## src/rtl/efpk_pkg.sv

```systemverilog
package efpk_pkg;

   // Field widths
   localparam int KEY_W   = 8;
   localparam int COUNT_W = 12;
   localparam int SPEED_W = 5;

   // Kept bytes per buffer, default
   localparam int BUFFER_LIMIT_DEFAULT = 2048;

   // Speed saturation bounds
   localparam logic signed [SPEED_W-1:0] SPEED_MAX = 5'sd8;
   localparam logic signed [SPEED_W-1:0] SPEED_MIN = -5'sd8;

   // Characters of interest
   localparam logic [KEY_W-1:0] CH_BEL       = 8'h07;
   localparam logic [KEY_W-1:0] CH_ESC       = 8'h1B;
   localparam logic [KEY_W-1:0] CH_SPACE     = 8'h20;
   localparam logic [KEY_W-1:0] CH_PLUS      = 8'h2B;
   localparam logic [KEY_W-1:0] CH_MINUS     = 8'h2D;
   localparam logic [KEY_W-1:0] CH_DOT       = 8'h2E;
   localparam logic [KEY_W-1:0] CH_ONE       = 8'h31;
   localparam logic [KEY_W-1:0] CH_QUESTION  = 8'h3F;
   localparam logic [KEY_W-1:0] CH_UP_F      = 8'h46;
   localparam logic [KEY_W-1:0] CH_UP_P      = 8'h50;
   localparam logic [KEY_W-1:0] CH_UP_S      = 8'h53;
   localparam logic [KEY_W-1:0] CH_UP_X      = 8'h58;
   localparam logic [KEY_W-1:0] CH_LBRACKET  = 8'h5B;
   localparam logic [KEY_W-1:0] CH_BACKSLASH = 8'h5C;
   localparam logic [KEY_W-1:0] CH_RBRACKET  = 8'h5D;
   localparam logic [KEY_W-1:0] CH_CARET     = 8'h5E;
   localparam logic [KEY_W-1:0] CH_UNDERLINE = 8'h5F;
   localparam logic [KEY_W-1:0] CH_LO_F      = 8'h66;
   localparam logic [KEY_W-1:0] CH_LO_P      = 8'h70;
   localparam logic [KEY_W-1:0] CH_LO_S      = 8'h73;

   // Parser modes
   typedef enum logic [2:0] {
      MODE_PLAIN     = 3'd0,
      MODE_INTRO     = 3'd1,
      MODE_CTRL_SEQ  = 3'd2,
      MODE_STR       = 3'd3,
      MODE_STR_INTRO = 3'd4
   } mode_type;

   // Filter state carried from byte to byte
   typedef struct packed {
      mode_type                    parse_mode;
      logic signed [SPEED_W-1:0]   speed_level;
      logic                        pause_flag;
      logic [COUNT_W-1:0]          kept_count;
   } state_type;

   // One result item
   typedef struct packed {
      logic                        status_changed;
      logic                        skip_wait;
      logic                        paused;
      logic signed [SPEED_W-1:0]   play_speed;
      logic [KEY_W-1:0]            pass_byte;
      logic                        pass_valid;
   } result_type;

endpackage

```

## src/rtl/efpk_step.sv

```systemverilog
module efpk_step #(
   parameter int BUFFER_LIMIT = efpk_pkg::BUFFER_LIMIT_DEFAULT
) (
   input  logic [efpk_pkg::KEY_W-1:0] key_byte,
   input  logic                       first_of_buffer,
   input  efpk_pkg::state_type        cur_state,
   output efpk_pkg::state_type        nxt_state,
   output efpk_pkg::result_type       result
);
   import efpk_pkg::*;

   mode_type           mode;
   logic [COUNT_W-1:0] count;

   always_comb begin
      // a new buffer restarts the parser and the kept count
      mode  = first_of_buffer ? MODE_PLAIN : cur_state.parse_mode;
      count = first_of_buffer ? '0 : cur_state.kept_count;

      nxt_state            = cur_state;
      nxt_state.parse_mode = mode;
      nxt_state.kept_count = count;
      result               = '0;

      unique case (mode)
         MODE_INTRO: begin
            case (key_byte) inside
               CH_LBRACKET: nxt_state.parse_mode = MODE_CTRL_SEQ;
               CH_UP_P, CH_RBRACKET, CH_UP_X, CH_CARET, CH_UNDERLINE:
                  nxt_state.parse_mode = MODE_STR;
               default: nxt_state.parse_mode = MODE_PLAIN;
            endcase
         end
         MODE_CTRL_SEQ: begin
            // parameter and intermediate bytes keep the sequence open
            if (key_byte < CH_SPACE || key_byte > CH_QUESTION) begin
               nxt_state.parse_mode = MODE_PLAIN;
            end
         end
         MODE_STR: begin
            if (key_byte == CH_ESC) begin
               nxt_state.parse_mode = MODE_STR_INTRO;
            end else if (key_byte == CH_BEL) begin
               nxt_state.parse_mode = MODE_PLAIN;
            end
         end
         MODE_STR_INTRO: begin
            if (key_byte == CH_BACKSLASH) begin
               nxt_state.parse_mode = MODE_PLAIN;
            end else if (key_byte != CH_ESC) begin
               nxt_state.parse_mode = MODE_STR;
            end
         end
         default: begin
            // plain mode; unused codes fall here as well
            nxt_state.parse_mode = MODE_PLAIN;
            case (key_byte) inside
               CH_ONE: begin
                  nxt_state.speed_level = '0;
                  result.status_changed = 1'b1;
               end
               CH_LO_F, CH_UP_F, CH_PLUS: begin
                  if (cur_state.speed_level < SPEED_MAX) begin
                     nxt_state.speed_level = cur_state.speed_level + 5'sd1;
                     result.status_changed = 1'b1;
                  end
               end
               CH_LO_S, CH_UP_S, CH_MINUS: begin
                  if (cur_state.speed_level > SPEED_MIN) begin
                     nxt_state.speed_level = cur_state.speed_level - 5'sd1;
                     result.status_changed = 1'b1;
                  end
               end
               CH_LO_P, CH_UP_P: begin
                  nxt_state.pause_flag  = ~cur_state.pause_flag;
                  result.status_changed = 1'b1;
               end
               CH_SPACE, CH_DOT: result.skip_wait = 1'b1;
               CH_ESC: nxt_state.parse_mode = MODE_INTRO;
               default: begin
                  if (count < COUNT_W'(BUFFER_LIMIT)) begin
                     result.pass_valid    = 1'b1;
                     result.pass_byte     = key_byte;
                     nxt_state.kept_count = count + 1'b1;
                  end
               end
            endcase
         end
      endcase

      result.play_speed = nxt_state.speed_level;
      result.paused     = nxt_state.pause_flag;
   end

endmodule

```

## src/rtl/escape_filter_playback_keys_core.sv

```systemverilog
// Two register stages: a byte accepted on req_* goes into the input register, is
// filtered into the result register and shown on rsp_*. Throughput: one byte per cycle
// unless rsp_tready stalls; req_tready stays high while the result register drains.
// Reset (synchronous, active high) empties both stages and returns the parser to plain
// mode with speed zero, not paused and a kept count of zero.
module escape_filter_playback_keys_core #(
   parameter int BUFFER_LIMIT = efpk_pkg::BUFFER_LIMIT_DEFAULT
) (
   input  logic        clock,
   input  logic        reset,
   input  logic        req_tvalid,
   output logic        req_tready,
   input  logic [7:0]  req_tdata,   // [7:0] key_byte
   input  logic [0:0]  req_tuser,   // [0] first_of_buffer
   output logic        rsp_tvalid,
   input  logic        rsp_tready,
   // [0] pass_valid, [8:1] pass_byte, [13:9] play_speed, [14] paused,
   // [15] skip_wait, [16] status_changed, [23:17] zero
   output logic [23:0] rsp_tdata
);
   import efpk_pkg::*;

   // input stage
   logic               in_valid_ff, in_valid_in;
   logic [KEY_W-1:0]   in_byte_ff, in_byte_in;
   logic               in_first_ff, in_first_in;

   // filter state and result stage
   state_type          state_ff, state_in;
   logic               out_valid_ff, out_valid_in;
   result_type         out_ff, out_in;

   state_type          step_state;
   result_type         step_result;
   logic               advance;

   efpk_step #(
      .BUFFER_LIMIT(BUFFER_LIMIT)
   ) u_step (
      .key_byte       (in_byte_ff),
      .first_of_buffer(in_first_ff),
      .cur_state      (state_ff),
      .nxt_state      (step_state),
      .result         (step_result)
   );

   // handshake: input stage moves on whenever the result slot is free or draining
   assign advance    = in_valid_ff && (!out_valid_ff || rsp_tready);
   assign req_tready = !in_valid_ff || advance;

   always_comb begin
      in_valid_in  = in_valid_ff;
      in_byte_in   = in_byte_ff;
      in_first_in  = in_first_ff;
      state_in     = state_ff;
      out_valid_in = out_valid_ff;
      out_in       = out_ff;

      if (advance) begin
         in_valid_in = 1'b0;
      end
      if (req_tvalid && req_tready) begin
         in_valid_in = 1'b1;
         in_byte_in  = req_tdata;
         in_first_in = req_tuser[0];
      end

      if (rsp_tvalid && rsp_tready) begin
         out_valid_in = 1'b0;
      end
      if (advance) begin
         state_in     = step_state;
         out_valid_in = 1'b1;
         out_in       = step_result;
      end
   end

   // control state
   always_ff @(posedge clock) begin
      if (reset) begin
         in_valid_ff  <= 1'b0;
         out_valid_ff <= 1'b0;
         state_ff     <= '{parse_mode: MODE_PLAIN, speed_level: '0,
                           pause_flag: 1'b0, kept_count: '0};
      end else begin
         in_valid_ff  <= in_valid_in;
         out_valid_ff <= out_valid_in;
         state_ff     <= state_in;
      end
   end

   // payload
   always_ff @(posedge clock) begin
      in_byte_ff  <= in_byte_in;
      in_first_ff <= in_first_in;
      out_ff      <= out_in;
   end

   assign rsp_tvalid = out_valid_ff;
   assign rsp_tdata  = {7'd0, out_ff.status_changed, out_ff.skip_wait, out_ff.paused,
                        out_ff.play_speed, out_ff.pass_byte, out_ff.pass_valid};

   // speed stays within its saturation bounds
   a_speed_range: assert property (@(posedge clock) disable iff (reset)
      state_ff.speed_level <= SPEED_MAX && state_ff.speed_level >= SPEED_MIN)
      else $error("speed level out of range");

   // kept count never passes the buffer limit
   a_count_limit: assert property (@(posedge clock) disable iff (reset)
      state_ff.kept_count <= COUNT_W'(BUFFER_LIMIT))
      else $error("kept count beyond buffer limit");

   // filter state only moves when a byte is processed
   a_state_hold: assert property (@(posedge clock) disable iff (reset)
      !advance |=> $stable(state_ff))
      else $error("state changed without a processed byte");

   // a dropped byte carries a zero payload
   a_drop_zero: assert property (@(posedge clock) disable iff (reset)
      rsp_tvalid && !out_ff.pass_valid |-> out_ff.pass_byte == '0)
      else $error("dropped byte with nonzero payload");

   // a single byte takes at most one action: playback key, skip request or forward
   a_one_action: assert property (@(posedge clock) disable iff (reset)
      rsp_tvalid |-> $countones({out_ff.pass_valid, out_ff.skip_wait,
                                 out_ff.status_changed}) <= 1)
      else $error("byte took more than one action");

endmodule

```

## config.mk

```make
export PLATFORM = sky130hd
export DESIGN_NAME = escape_filter_playback_keys_core
export DESIGN_NICKNAME = d
export VERILOG_FILES = /design/src/rtl/efpk_pkg.sv /design/src/rtl/efpk_step.sv /design/src/rtl/escape_filter_playback_keys_core.sv
export SDC_FILE = /design/constraint.sdc
export NUM_CORES = 1
export LEC_CHECK = 0
export BUFFER_PORTS_ARGS = -buffer_cell sky130_fd_sc_hd__buf_2
export CAP_MARGIN = 20
export CORE_UTILIZATION = 50
export CTS_CLUSTER_DIAMETER = 50
export DETAILED_ROUTE_END_ITERATION = 16
export PLACE_DENSITY = 0.71
export SYNTH_ARGS = -nofsm -noshare
export SYNTH_HDL_FRONTEND = slang
export SYNTH_SLANG_ARGS = --single-unit
```

## constraint.sdc

```tcl
create_clock -name clock -period 3.3 [get_ports clock]
set_input_delay 0.165 -clock clock [delete_from_list [all_inputs] [get_ports clock]]
set_output_delay 0.165 -clock clock [all_outputs]
set_load 0.1 [all_outputs]
```

==> run metrics, run 1 <==
status=complete, no violations; Highest Clock Rate=401 MHz; Critical Path Source Type=flip-flop; Post-CTS Hold Buffers=0; Num Clock Sinks=49; die width=78.5 µm; ANT nets after route=0; Final Non-Filler Cells=418; ys async rst share=0%; Final nets=362; core box area=5570 µm²; Post-DP HPWL=4280 µm; area grow syn2layout=8.37%; DRT iter0 DRCs=178; Clock Path Buffers=2; Clock Skew=0.00962 ns; sequential area share after synthesis=42.4%; clock latency on the worst-skew pair=0.30 ns; fraction of layout cells with a size suffix above 1=17.9%; DRT Pass-1 Iters=4; Yosys reg bits=49; CP Class=flip-flop to flip-flop; number of port buffers=31; Max Cap Viol=0; setup TNS=0 ns; CP required=3.48 ns; total number of vias=2472; EDFF count, synth=26; final worst path period share=75.6%; worst-path fanout max=16; vias in the first global route=2135; Static Leakage=0.00114 µW; Data arrival, critical path=2.68 ns; Die H=78.5 µm; Yosys cell types=74; GR Overflow Total=0; Mean Syn Cell Area=9.12 µm²; Resized Gates After CTS=0; initial antenna violation count=0; RSZ-0062 raised after global routing=no; maximum vdd drop=0.201 mV; Setup crit end kind=flip-flop; Core Util, Final=56.9%; CTS tree=yes; placed cells=410; final instance area=3170 µm²; Starting Density=52.5%; DIE AREA=6170 µm²; Hold Crit Class=input port to flip-flop; Fin. Hold Viols=0; Top FF cell, synth=edfxtp_1; CTS buffer count=5; Total Routing Usage GR=20.8%; Worst-Margin Slew=0.532 ns; Setup Buffers After CTS=0; gpl congestion=0.871; Wirelength per Cell=14.7 µm; vias per inst=5.91; clk slew on worst S/H paths=0.09 ns; PwrDens=396 nW/µm²; Syn. warnings=0; WHS=0.0382 ns; Row Count=27; Final Setup Violations=0; Slew Viols, Final=0; DRC viols=0; final wirelength=6160 µm; largest net degree at the start of global routing=29; Ports=39; Synth Cell Area=2930 µm²; Worst slew margin=64.0%; first-pass GRT wire length=10100 µm; DP Area=3090 µm²; Root Buffer=clkbuf_8; Mapped Cells=321; Tmin final=2.49 ns; Antenna Cells=0; htree depth=2
-- cell families (layout without fill, tap and decap cells) --
| kind of cell | count (synthesis) | after routing | synth area share [%] |
|---|---|---|---|
| buffers and inverters | 34 | 53 | 5.85 |
| other | 1 | 7 | 0.128 |
| adder cells (fa/ha/maj) | 5 | 5 | 2.05 |
| AND/OR/NAND/NOR | 155 | 155 | 30.3 |
| AO/OA/AOI/OAI | 72 | 72 | 17.7 |
| XOR/XNOR | 3 | 3 | 0.897 |
| multiplexers | 2 | 2 | 0.683 |
| flip-flops | 49 | 49 | 42.4 |
-- area by class of cell --
cell class | instances | area (µm²)
Clock buffer | 7 | 76.3
Clock inverter | 1 | 5.00
Fill cell | 485 | 2400
Inverter | 10 | 37.5
Multi-Input combinational cell | 244 | 1540
Sequential cell | 49 | 1240
Tap cell | 72 | 90.1
Timing Repair Buffer | 35 | 185
-- cells in the final DEF, fill, tap and decap left out, types with 3 or more instances in the layout --
master,Yosys,layout
a21oi_1,18,18
a31oi_1,6,6
and2_1,5,5
and3_1,11,11
buf_2,5,31
buf_4,8,4
clkbuf_8,0,5
conb_1,1,7
dfxtp_1,23,23
edfxtp_1,26,26
ha_1,4,4
inv_1,9,9
nand2_1,27,27
nand2b_1,7,7
nand3_1,15,15
nand3b_1,3,3
nand4_1,4,4
nor2_1,30,30
nor2b_1,8,8
nor3_1,11,11
nor4_1,3,3
o211ai_1,5,5
o21a_1,3,3
o21ai_0,10,10
o41ai_1,3,3
or2_1,3,3
or3_1,5,5
-- power by group --
group / switching [µW] / total [µW] / internal [µW] / leakage, µW
registers: 22.7 / 688 / 666 / 0.000433
clock network: 192 / 341 / 149 / 0.0000422
logic: 181 / 226 / 45.9 / 0.000668
total: 395 / 1260 / 861 / 0.00114
-- per-stage QoR --
stage	power [µW]	setup slack [ns]
floorplan	895	0.698
finish	1260	0.806
global route	1310	0.648
detailed placement	927	0.884
global placement	927	0.933
CTS	1270	0.846
-- sequential cells by signal, indices dropped and copies added (netlist names) --
signal / count
in_byte_ff: 8
in_first_ff: 1
in_valid_ff: 1
rsp_tdata: 17
rsp_tvalid: 1
state_ff: 21
-- layer usage --
metal / vias up / global-route usage (%) / wire (µm)
li1: 1228 / - / -
met2: 87 / 33.8 / 2780
met1: 1146 / 28.2 / 2960
met4: 0 / 6.48 / 106
met5: - / 0 / 0
met3: 11 / 3.49 / 315
-- path summary, 6_finish.rpt --
path	startpoint	cells after the start	to	slack, ns
hold reg to reg	state_ff[1]$_SDFFE_PP0P_	2	state_ff[1]$_SDFFE_PP0P_	0.49
setup reg to reg	in_byte_ff[0]$_DFFE_PP_	6	state_ff[2]$_SDFFE_PP0P_	0.81
hold / removal	req_tdata[3]	1	in_byte_ff[3]$_DFFE_PP_	0.04
setup / recovery	in_byte_ff[0]$_DFFE_PP_	6	state_ff[2]$_SDFFE_PP0P_	0.81
-- synthesized netlist by cell type, types with 4 or more instances --
master / n / area (µm²)
a21oi_1: 18 / 90.1
a31oi_1: 6 / 37.5
and2_1: 5 / 31.3
and3_1: 11 / 68.8
buf_2: 5 / 25.0
buf_4: 8 / 60.1
clkbuf_1: 9 / 33.8
dfxtp_1: 23 / 460
edfxtp_1: 26 / 781
ha_1: 4 / 50.1
inv_1: 9 / 33.8
nand2_1: 27 / 101
nand2b_1: 7 / 43.8
nand3_1: 15 / 75.1
nand4_1: 4 / 25.0
nor2_1: 30 / 113
nor2b_1: 8 / 50.1
nor3_1: 11 / 55.1
o211ai_1: 5 / 37.5
o21ai_0: 10 / 50.1
or3_1: 5 / 31.3
-- worst max-delay path, stage by stage, from the launching register on --
cell	delay (ns)
edfxtp_1	0.57
nor2b_1	0.24
nand3_2	0.19
nor2b_2	0.32
and4_1	0.57
a31oi_1	0.16
a311o_1	0.33
Power figures use the tool's default switching activity.
==> run 2: changes to the inputs <==
==> constraint.sdc (replaced) <==
create_clock -name clock -period 2.51 [get_ports clock]
set_input_delay 0.1255 -clock clock [delete_from_list [all_inputs] [get_ports clock]]
set_output_delay 0.1255 -clock clock [all_outputs]
set_load 0.1 [all_outputs]
==> run 2 against run 1 <==
Sequential share of layout area is 1.7 points lower. Final area is 4.6% higher. Die area stayed put. Largest power group unchanged. Via count is 3.9% higher. Power is 36% higher. First-iteration DRC count is 28% lower. Hold slack worse by 0.0010 ns. Clock-buffer cell count is 1 lower. Sequential cell count stayed put.
==> run metrics, run 2 (synthesis results as in run 1) <==
status=complete, no violations (unchanged); die width=78.5 µm (unchanged); clk slew on worst S/H paths=0.09 ns (about the same); Top reg by flops=state_ff (unchanged); DRT Pass-1 Iters=4 (unchanged); Buf/Inv on CP=0 (unchanged); PwrDens=514 nW/µm² (was 396 nW/µm²); Crit path largest cell delay=0.52 ns (was 0.57 ns); Post-DP HPWL=4500 µm (was 4280 µm); Starting Density=52.5% (unchanged); DR WL met3=316 µm (was 315 µm); commonest non-fill, non-tap cell in the layout=buf_2 (unchanged); vias per inst=5.93 (was 5.91); crit-path cells=or3b_4 -> nor4_4 -> o211ai_2 -> or4_4 -> o21ai_2 -> o2bb2ai_1 (was nor2b_1 -> nand3_2 -> nor2b_2 -> and4_1 -> a31oi_1 -> a311o_1); CTS tree=yes (unchanged); final worst path period share=94.2% (was 75.6%); Die H=78.5 µm (unchanged); gpl congestion=0.894 (was 0.871); Static Leakage=0.00121 µW (was 0.00114 µW); RSZ-0062 raised after global routing=no (unchanged); filler cell count=515 (was 485); Num Clock Sinks=49 (unchanged); Highest Clock Rate=423 MHz (was 401 MHz); DRC viols=0 (unchanged); CP Class=flip-flop to flip-flop (unchanged); largest net degree at the start of global routing=29 (unchanged); Core Util, Final=59.6% (was 56.9%); CTS buffer count=5 (unchanged); Setup crit end kind=flip-flop (unchanged); number of port buffers=31 (unchanged); CP required=2.67 ns (was 3.48 ns); Slew Viols, Final=0 (unchanged); Worst-Margin Slew=0.564 ns (was 0.532 ns); first-pass GRT wire length=11100 µm (was 10100 µm); M1 wire length=2990 µm (was 2960 µm); Root Buffer=clkbuf_8 (unchanged); Total Routing Usage GR=22.6% (was 20.8%); routed wl met2=3040 µm (was 2780 µm); Row Count=27 (unchanged); Hold Crit Class=input port to flip-flop (unchanged); Resized Gates After CTS=0 (unchanged); initial antenna violation count=0 (unchanged); Setup Buffers After CTS=0 (unchanged); uppermost layer routed=met4 (unchanged); Wirelength per Cell=15.0 µm (was 14.7 µm); Tmin final=2.36 ns (was 2.49 ns); area grow syn2layout=13.4% (was 8.37%); vias in the first global route=2388 (was 2135); Antenna Cells=0 (unchanged); Final nets=377 (was 362); setup TNS=0 ns (unchanged); core box area=5570 µm² (unchanged); placed cells=416 (was 410); GR Overflow Total=0 (unchanged); Worst slew margin=61.9% (was 64.0%); fraction of layout cells with a size suffix above 1=19.4% (was 17.9%); Fin. Hold Viols=0 (unchanged); Final Non-Filler Cells=433 (was 418); Largest register FFs=21 (unchanged); DRT iter0 DRCs=128 (was 178); maximum vdd drop=0.262 mV (was 0.201 mV); Max Cap Viol=0 (unchanged); Data arrival, critical path=2.52 ns (was 2.68 ns); Critical Path Source Type=flip-flop (unchanged); Ports=39 (unchanged); Clock Skew=0.00621 ns (was 0.00962 ns); Clock Path Buffers=2 (unchanged); most frequent cells in the layout=buf_2 (31), nor2_1 (30), nand2_1 (27), edfxtp_1 (26), dfxtp_1 (22) (was buf_2 (31), nor2_1 (30), nand2_1 (27), edfxtp_1 (26), dfxtp_1 (23)); ANT nets after route=0 (unchanged); Worst path slowest cell=edfxtp_1 (unchanged); Final Setup Violations=0 (unchanged); htree depth=2 (unchanged); DIE AREA=6170 µm² (unchanged); Worst path top cell family by delay=simple AND/OR/NAND/NOR gates (unchanged); worst-path fanout max=8 (was 16); clock latency on the worst-skew pair=0.30 ns (about the same); total number of vias=2568 (was 2472); final wirelength=6490 µm (was 6160 µm)
-- run 2: cell type report --
| type | instances | area [µm²] | share of cell area [%] |
|---|---|---|---|
| multi-input cells | 244 | 1540 | 46.3 |
| well taps | 72 | 90.1 | 2.71 |
| flip-flops and latches | 49 | 1240 | 37.4 |
| clock inverters | 2 | 8.76 | 0.264 |
| clock buffers | 6 | 82.6 | 2.49 |
| repair buffers | 50 | 320 | 9.65 |
| inverters | 10 | 37.5 | 1.13 |
-- run 2: worst min-delay path: cells and delay by family --
family          cells  cell delay [ns]
buf+inv             1             0.08
compound gates      1             0.03
simple gates        1             0.07
-- run 2: worst paths after layout --
path | slack (ns) | from | depth (start not counted) | to
max | 0.15 | in_byte_ff[7]$_DFFE_PP_ | 6 | rsp_tdata[12]$_DFFE_PP_
min | 0.04 | req_tvalid | 3 | in_valid_ff$_SDFFE_PP0P_
max reg2reg | 0.15 | in_byte_ff[7]$_DFFE_PP_ | 6 | rsp_tdata[12]$_DFFE_PP_
min reg2reg | 0.49 | state_ff[1]$_SDFFE_PP0P_ | 2 | state_ff[1]$_SDFFE_PP0P_
-- run 2: routing by layer --
metal  vias to the layer above  global-route usage [%]
li1                       1260                       -
met5                         -                       0
met2                        80                    37.4
met3                        11                    3.84
met1                      1217                    29.7
met4                         0                    7.96
-- run 2: per-stage QoR --
step | cell area [µm²] | setup WS, ns | hold slack (ns) | total power [µW]
2_1_floorplan | 2950 | 0.227 | 0.224 | 1180
3_3_place_gp | 3140 | 0.201 | 0.302 | 1220
3_5_place_dp | 3140 | 0.166 | 0.304 | 1230
4_1_cts | 3320 | 0.141 | 0.0397 | 1720
5_1_grt | 3320 | 0.0247 | 0.0666 | 1770
6_report | 3320 | 0.145 | 0.0372 | 1710
-- run 2: report_power, final --
| part | internal (µW) | total, µW | leakage, µW | switching (µW) |
|---|---|---|---|---|
| registers | 876 | 906 | 0.000433 | 30.1 |
| logic | 73.4 | 316 | 0.000732 | 243 |
| clock network | 219 | 486 | 0.0000486 | 267 |
| total | 1170 | 1710 | 0.00121 | 540 |
-- run 2: repair_timing --
action	CTS	global route
setup endpoints to repair	0	0
hold buffers	9	0
hold endpoints to repair	9	0
==> run 3: changes to the inputs <==
--- a/config.mk
+++ b/config.mk
@@ -8,9 +8,11 @@
 export BUFFER_PORTS_ARGS = -buffer_cell sky130_fd_sc_hd__buf_2
 export CAP_MARGIN = 20
 export CORE_UTILIZATION = 50
+export CTS_BUF_LIST = sky130_fd_sc_hd__clkbuf_2 sky130_fd_sc_hd__clkbuf_4 sky130_fd_sc_hd__clkbuf_8
 export CTS_CLUSTER_DIAMETER = 50
 export DETAILED_ROUTE_END_ITERATION = 16
-export PLACE_DENSITY = 0.71
+export PLACE_DENSITY = 0.7
 export SYNTH_ARGS = -nofsm -noshare
 export SYNTH_HDL_FRONTEND = slang
+export SYNTH_HIERARCHICAL = 1
 export SYNTH_SLANG_ARGS = --single-unit
==> run 3 against run 2 <==
Sequential power shrank 2%. Final area rose by 9.2%. Via count fell by 3.8%. Core utilization increased by 0.60 points. Critical path depth stayed put. Clock-buffer cell count decreased by 1. Power rose by 9.3%. Highest routed layer unchanged. Sequential cell count did not move. Clock skew is 0.0048 ns higher. Largest cell class unchanged.
==> run metrics, run 3 <==
Synth Cell Area=3190 µm² (was 2930 µm²); Static Leakage=0.00138 µW (was 0.00121 µW); Root Buffer=clkbuf_8 (unchanged); Clock Path Buffers=2 (unchanged); CP Class=flip-flop to flip-flop (unchanged); number of port buffers=31 (unchanged); DRT iter0 DRCs=149 (was 128); Starting Density=52.9% (was 52.5%); Largest register FFs=21 (unchanged); EDFF count, synth=26 (unchanged); Clock Skew=0.0110 ns (was 0.00621 ns); setup TNS=0 ns (unchanged); gpl congestion=0.868 (was 0.894); Top FF cell, synth=edfxtp_1 (unchanged); Max Cap Viol=0 (unchanged); Final Non-Filler Cells=440 (was 433); die width=81.8 µm (was 78.5 µm); Final nets=381 (was 377); Mapped Cells=321 (unchanged); Yosys reg bits=49 (unchanged); top post-synthesis cells by area=edfxtp_1 (25%), dfxtp_1 (14%), nand2b_1 (8.2%) (was edfxtp_1 (27%), dfxtp_1 (16%), nor2_1 (3.8%)); Setup Slack @ Placement=0.146 ns (was 0.166 ns); PwrDens=515 nW/µm² (was 514 nW/µm²); Wirelength per Cell=14.7 µm (was 15.0 µm); Num Clock Sinks=49 (unchanged); vias per inst=5.61 (was 5.93); Total Routing Usage GR=20.8% (was 22.6%); Row Count=28 (was 27); ys async rst share=0% (unchanged); htree depth=2 (unchanged); DRC viols=0 (unchanged); Data arrival, critical path=2.59 ns (was 2.52 ns); Critical Path Source Type=flip-flop (unchanged); top post-synthesis cells by count=nand2b_1 (42), edfxtp_1 (26), dfxtp_1 (23), mux2i_1 (23), nand2_1 (17) (was nor2_1 (30), nand2_1 (27), edfxtp_1 (26), dfxtp_1 (23), a21oi_1 (18)); Fin. Hold Viols=0 (unchanged); Hold Crit Class=input port to flip-flop (unchanged); top-count cell post-synth=nand2b_1 (was nor2_1); Final WS setup=0.159 ns (was 0.145 ns); sequential area share after synthesis=39.0% (was 42.4%); DIE AREA=6690 µm² (was 6170 µm²); area grow syn2layout=13.8% (was 13.4%); clock latency on the worst-skew pair=0.31 ns (was 0.30 ns); Mean Syn Cell Area=9.92 µm² (was 9.12 µm²); first-pass GRT wire length=10500 µm (was 11100 µm); Pwr Total=1870 µW (was 1710 µW); Yosys cell types=72 (was 74); status=complete, no violations (unchanged); RSZ-0062 raised after global routing=no (unchanged); Highest Clock Rate=425 MHz (was 423 MHz); Worst slew margin=49.8% (was 61.9%); fraction of layout cells with a size suffix above 1=20.5% (was 19.4%); vias in the first global route=2287 (was 2388); maximum vdd drop=0.463 mV (was 0.262 mV); Setup crit end kind=flip-flop (unchanged); DRT Pass-1 Iters=4 (unchanged); Final Setup Violations=0 (unchanged); final wirelength=6450 µm (was 6490 µm); placed cells=420 (was 416); initial antenna violation count=0 (unchanged); top-area cell type share of the netlist area=24.5% (was 26.7%); Top reg by flops=state_ff (unchanged); GR Overflow Total=0 (unchanged); Post-DP HPWL=4500 µm (about the same); Tmin final=2.35 ns (was 2.36 ns); worst-path fanout max=9 (was 8); largest net degree at the start of global routing=45 (was 29); CTS buffer count=5 (unchanged); Slew Viols, Final=0 (unchanged); most frequent cells in the layout=nand2b_1 (42), buf_2 (31), edfxtp_1 (26), mux2i_1 (23), dfxtp_1 (23) (was buf_2 (31), nor2_1 (30), nand2_1 (27), edfxtp_1 (26), dfxtp_1 (22)); Syn. warnings=6 (was 0); CP required=2.74 ns (was 2.67 ns); commonest non-fill, non-tap cell in the layout=nand2b_1 (was buf_2); Yosys top cell by area=edfxtp_1 (unchanged); filler cell count=512 (was 515); ANT nets after route=0 (unchanged); CTS tree=yes (unchanged); final worst path period share=93.7% (was 94.2%); total number of vias=2470 (was 2568); core box area=6030 µm² (was 5570 µm²); Worst-Margin Slew=0.753 ns (was 0.564 ns); Ports=39 (unchanged); clk slew on worst S/H paths=0.09 ns (about the same); Die H=81.8 µm (was 78.5 µm); Antenna Cells=0 (unchanged)
-- run 3: changes by cell type after synthesis, sizes merged, moves of 5 or more --
cell	delta
a21oi	-8
a31oi	-6
and3	-7
buf	+8
mux2i	+21
nand2	-10
nand2b	+35
nand3	-9
nor2	-19
o211ai	-6
o21ai	-5
-- run 3: area by class of cell --
| class | count | area, µm² | area share, % |
|---|---|---|---|
| Multi-Input combinational cell | 238 | 1720 | 47.5 |
| Tap cell | 75 | 93.8 | 2.59 |
| Clock inverter | 3 | 65.1 | 1.79 |
| Inverter | 10 | 37.5 | 1.04 |
| Sequential cell | 49 | 1240 | 34.2 |
| Timing Repair Buffer | 60 | 395 | 10.9 |
| Clock buffer | 5 | 68.8 | 1.90 |
-- run 3: path summary, 6_finish.rpt --
path | start | to | slack (ns) | cells past startpoint
max | in_byte_ff[3]$_DFFE_PP_ | state_ff[12]$_SDFFE_PP0P_ | 0.16 | 6
min | req_tvalid | in_valid_ff$_SDFFE_PP0P_ | 0.06 | 3
max reg2reg | in_byte_ff[3]$_DFFE_PP_ | state_ff[12]$_SDFFE_PP0P_ | 0.16 | 6
min reg2reg | state_ff[8]$_SDFFE_PP0P_ | state_ff[8]$_SDFFE_PP0P_ | 0.49 | 2
-- run 3: cells by family (layout without fill, tap and decap cells) --
kind of cell / Yosys count / in the layout / synth area share [%]
flops: 49 / 49 / 39.0
other cells: 1 / 7 / 0.118
xor+xnor: 6 / 6 / 1.65
simple gates: 146 / 146 / 28.7
mux: 25 / 25 / 8.05
buf+inv: 40 / 78 / 8.01
compound gates: 49 / 49 / 12.6
fa+ha+maj: 5 / 5 / 1.89
-- run 3: metrics by stage --
step / area, µm² / hold WS (ns) / util (%)
finish: 3630 / 0.0600 / 60.2
CTS: 3600 / 0.0553 / 59.7
global placement: 3370 / 0.303 / 56.0
floorplan: 3210 / 0.224 / -
detailed placement: 3370 / 0.304 / 56.0
global route: 3630 / 0.0729 / 60.2
-- run 3: layer usage --
layer | wire (µm) | global-route usage, % | vias up
li1 | - | - | 1236
met3 | 327 | 4.22 | 9
met5 | 0 | 0 | -
met1 | 2990 | 25.7 | 1145
met2 | 3000 | 35.2 | 80
met4 | 128 | 8.25 | 0
-- run 3: timing repair --
action                                  4_1_cts  5_1_grt
endpoints found under the setup margin        0        5
setup buffers                                 0        3
gates resized for setup                       0        2
hold buffers                                  9        0
hold endpoints to repair                      9        0
-- run 3: critical path, cell delays in order (launching register included) --
cell and delay [ns]:
edfxtp_1 0.52, or3b_2 0.56, or4b_1 0.58, nor3_1 0.20, xor2_1 0.22, nand2b_1 0.07
mux2i_1 0.12
-- run 3: power breakdown --
| part | leakage (µW) | internal, µW | total (µW) | switching (µW) |
|---|---|---|---|---|
| sequential | 0.000438 | 871 | 888 | 17.5 |
| clock | 0.0000681 | 396 | 664 | 268 |
| combinational | 0.000871 | 88.9 | 315 | 226 |
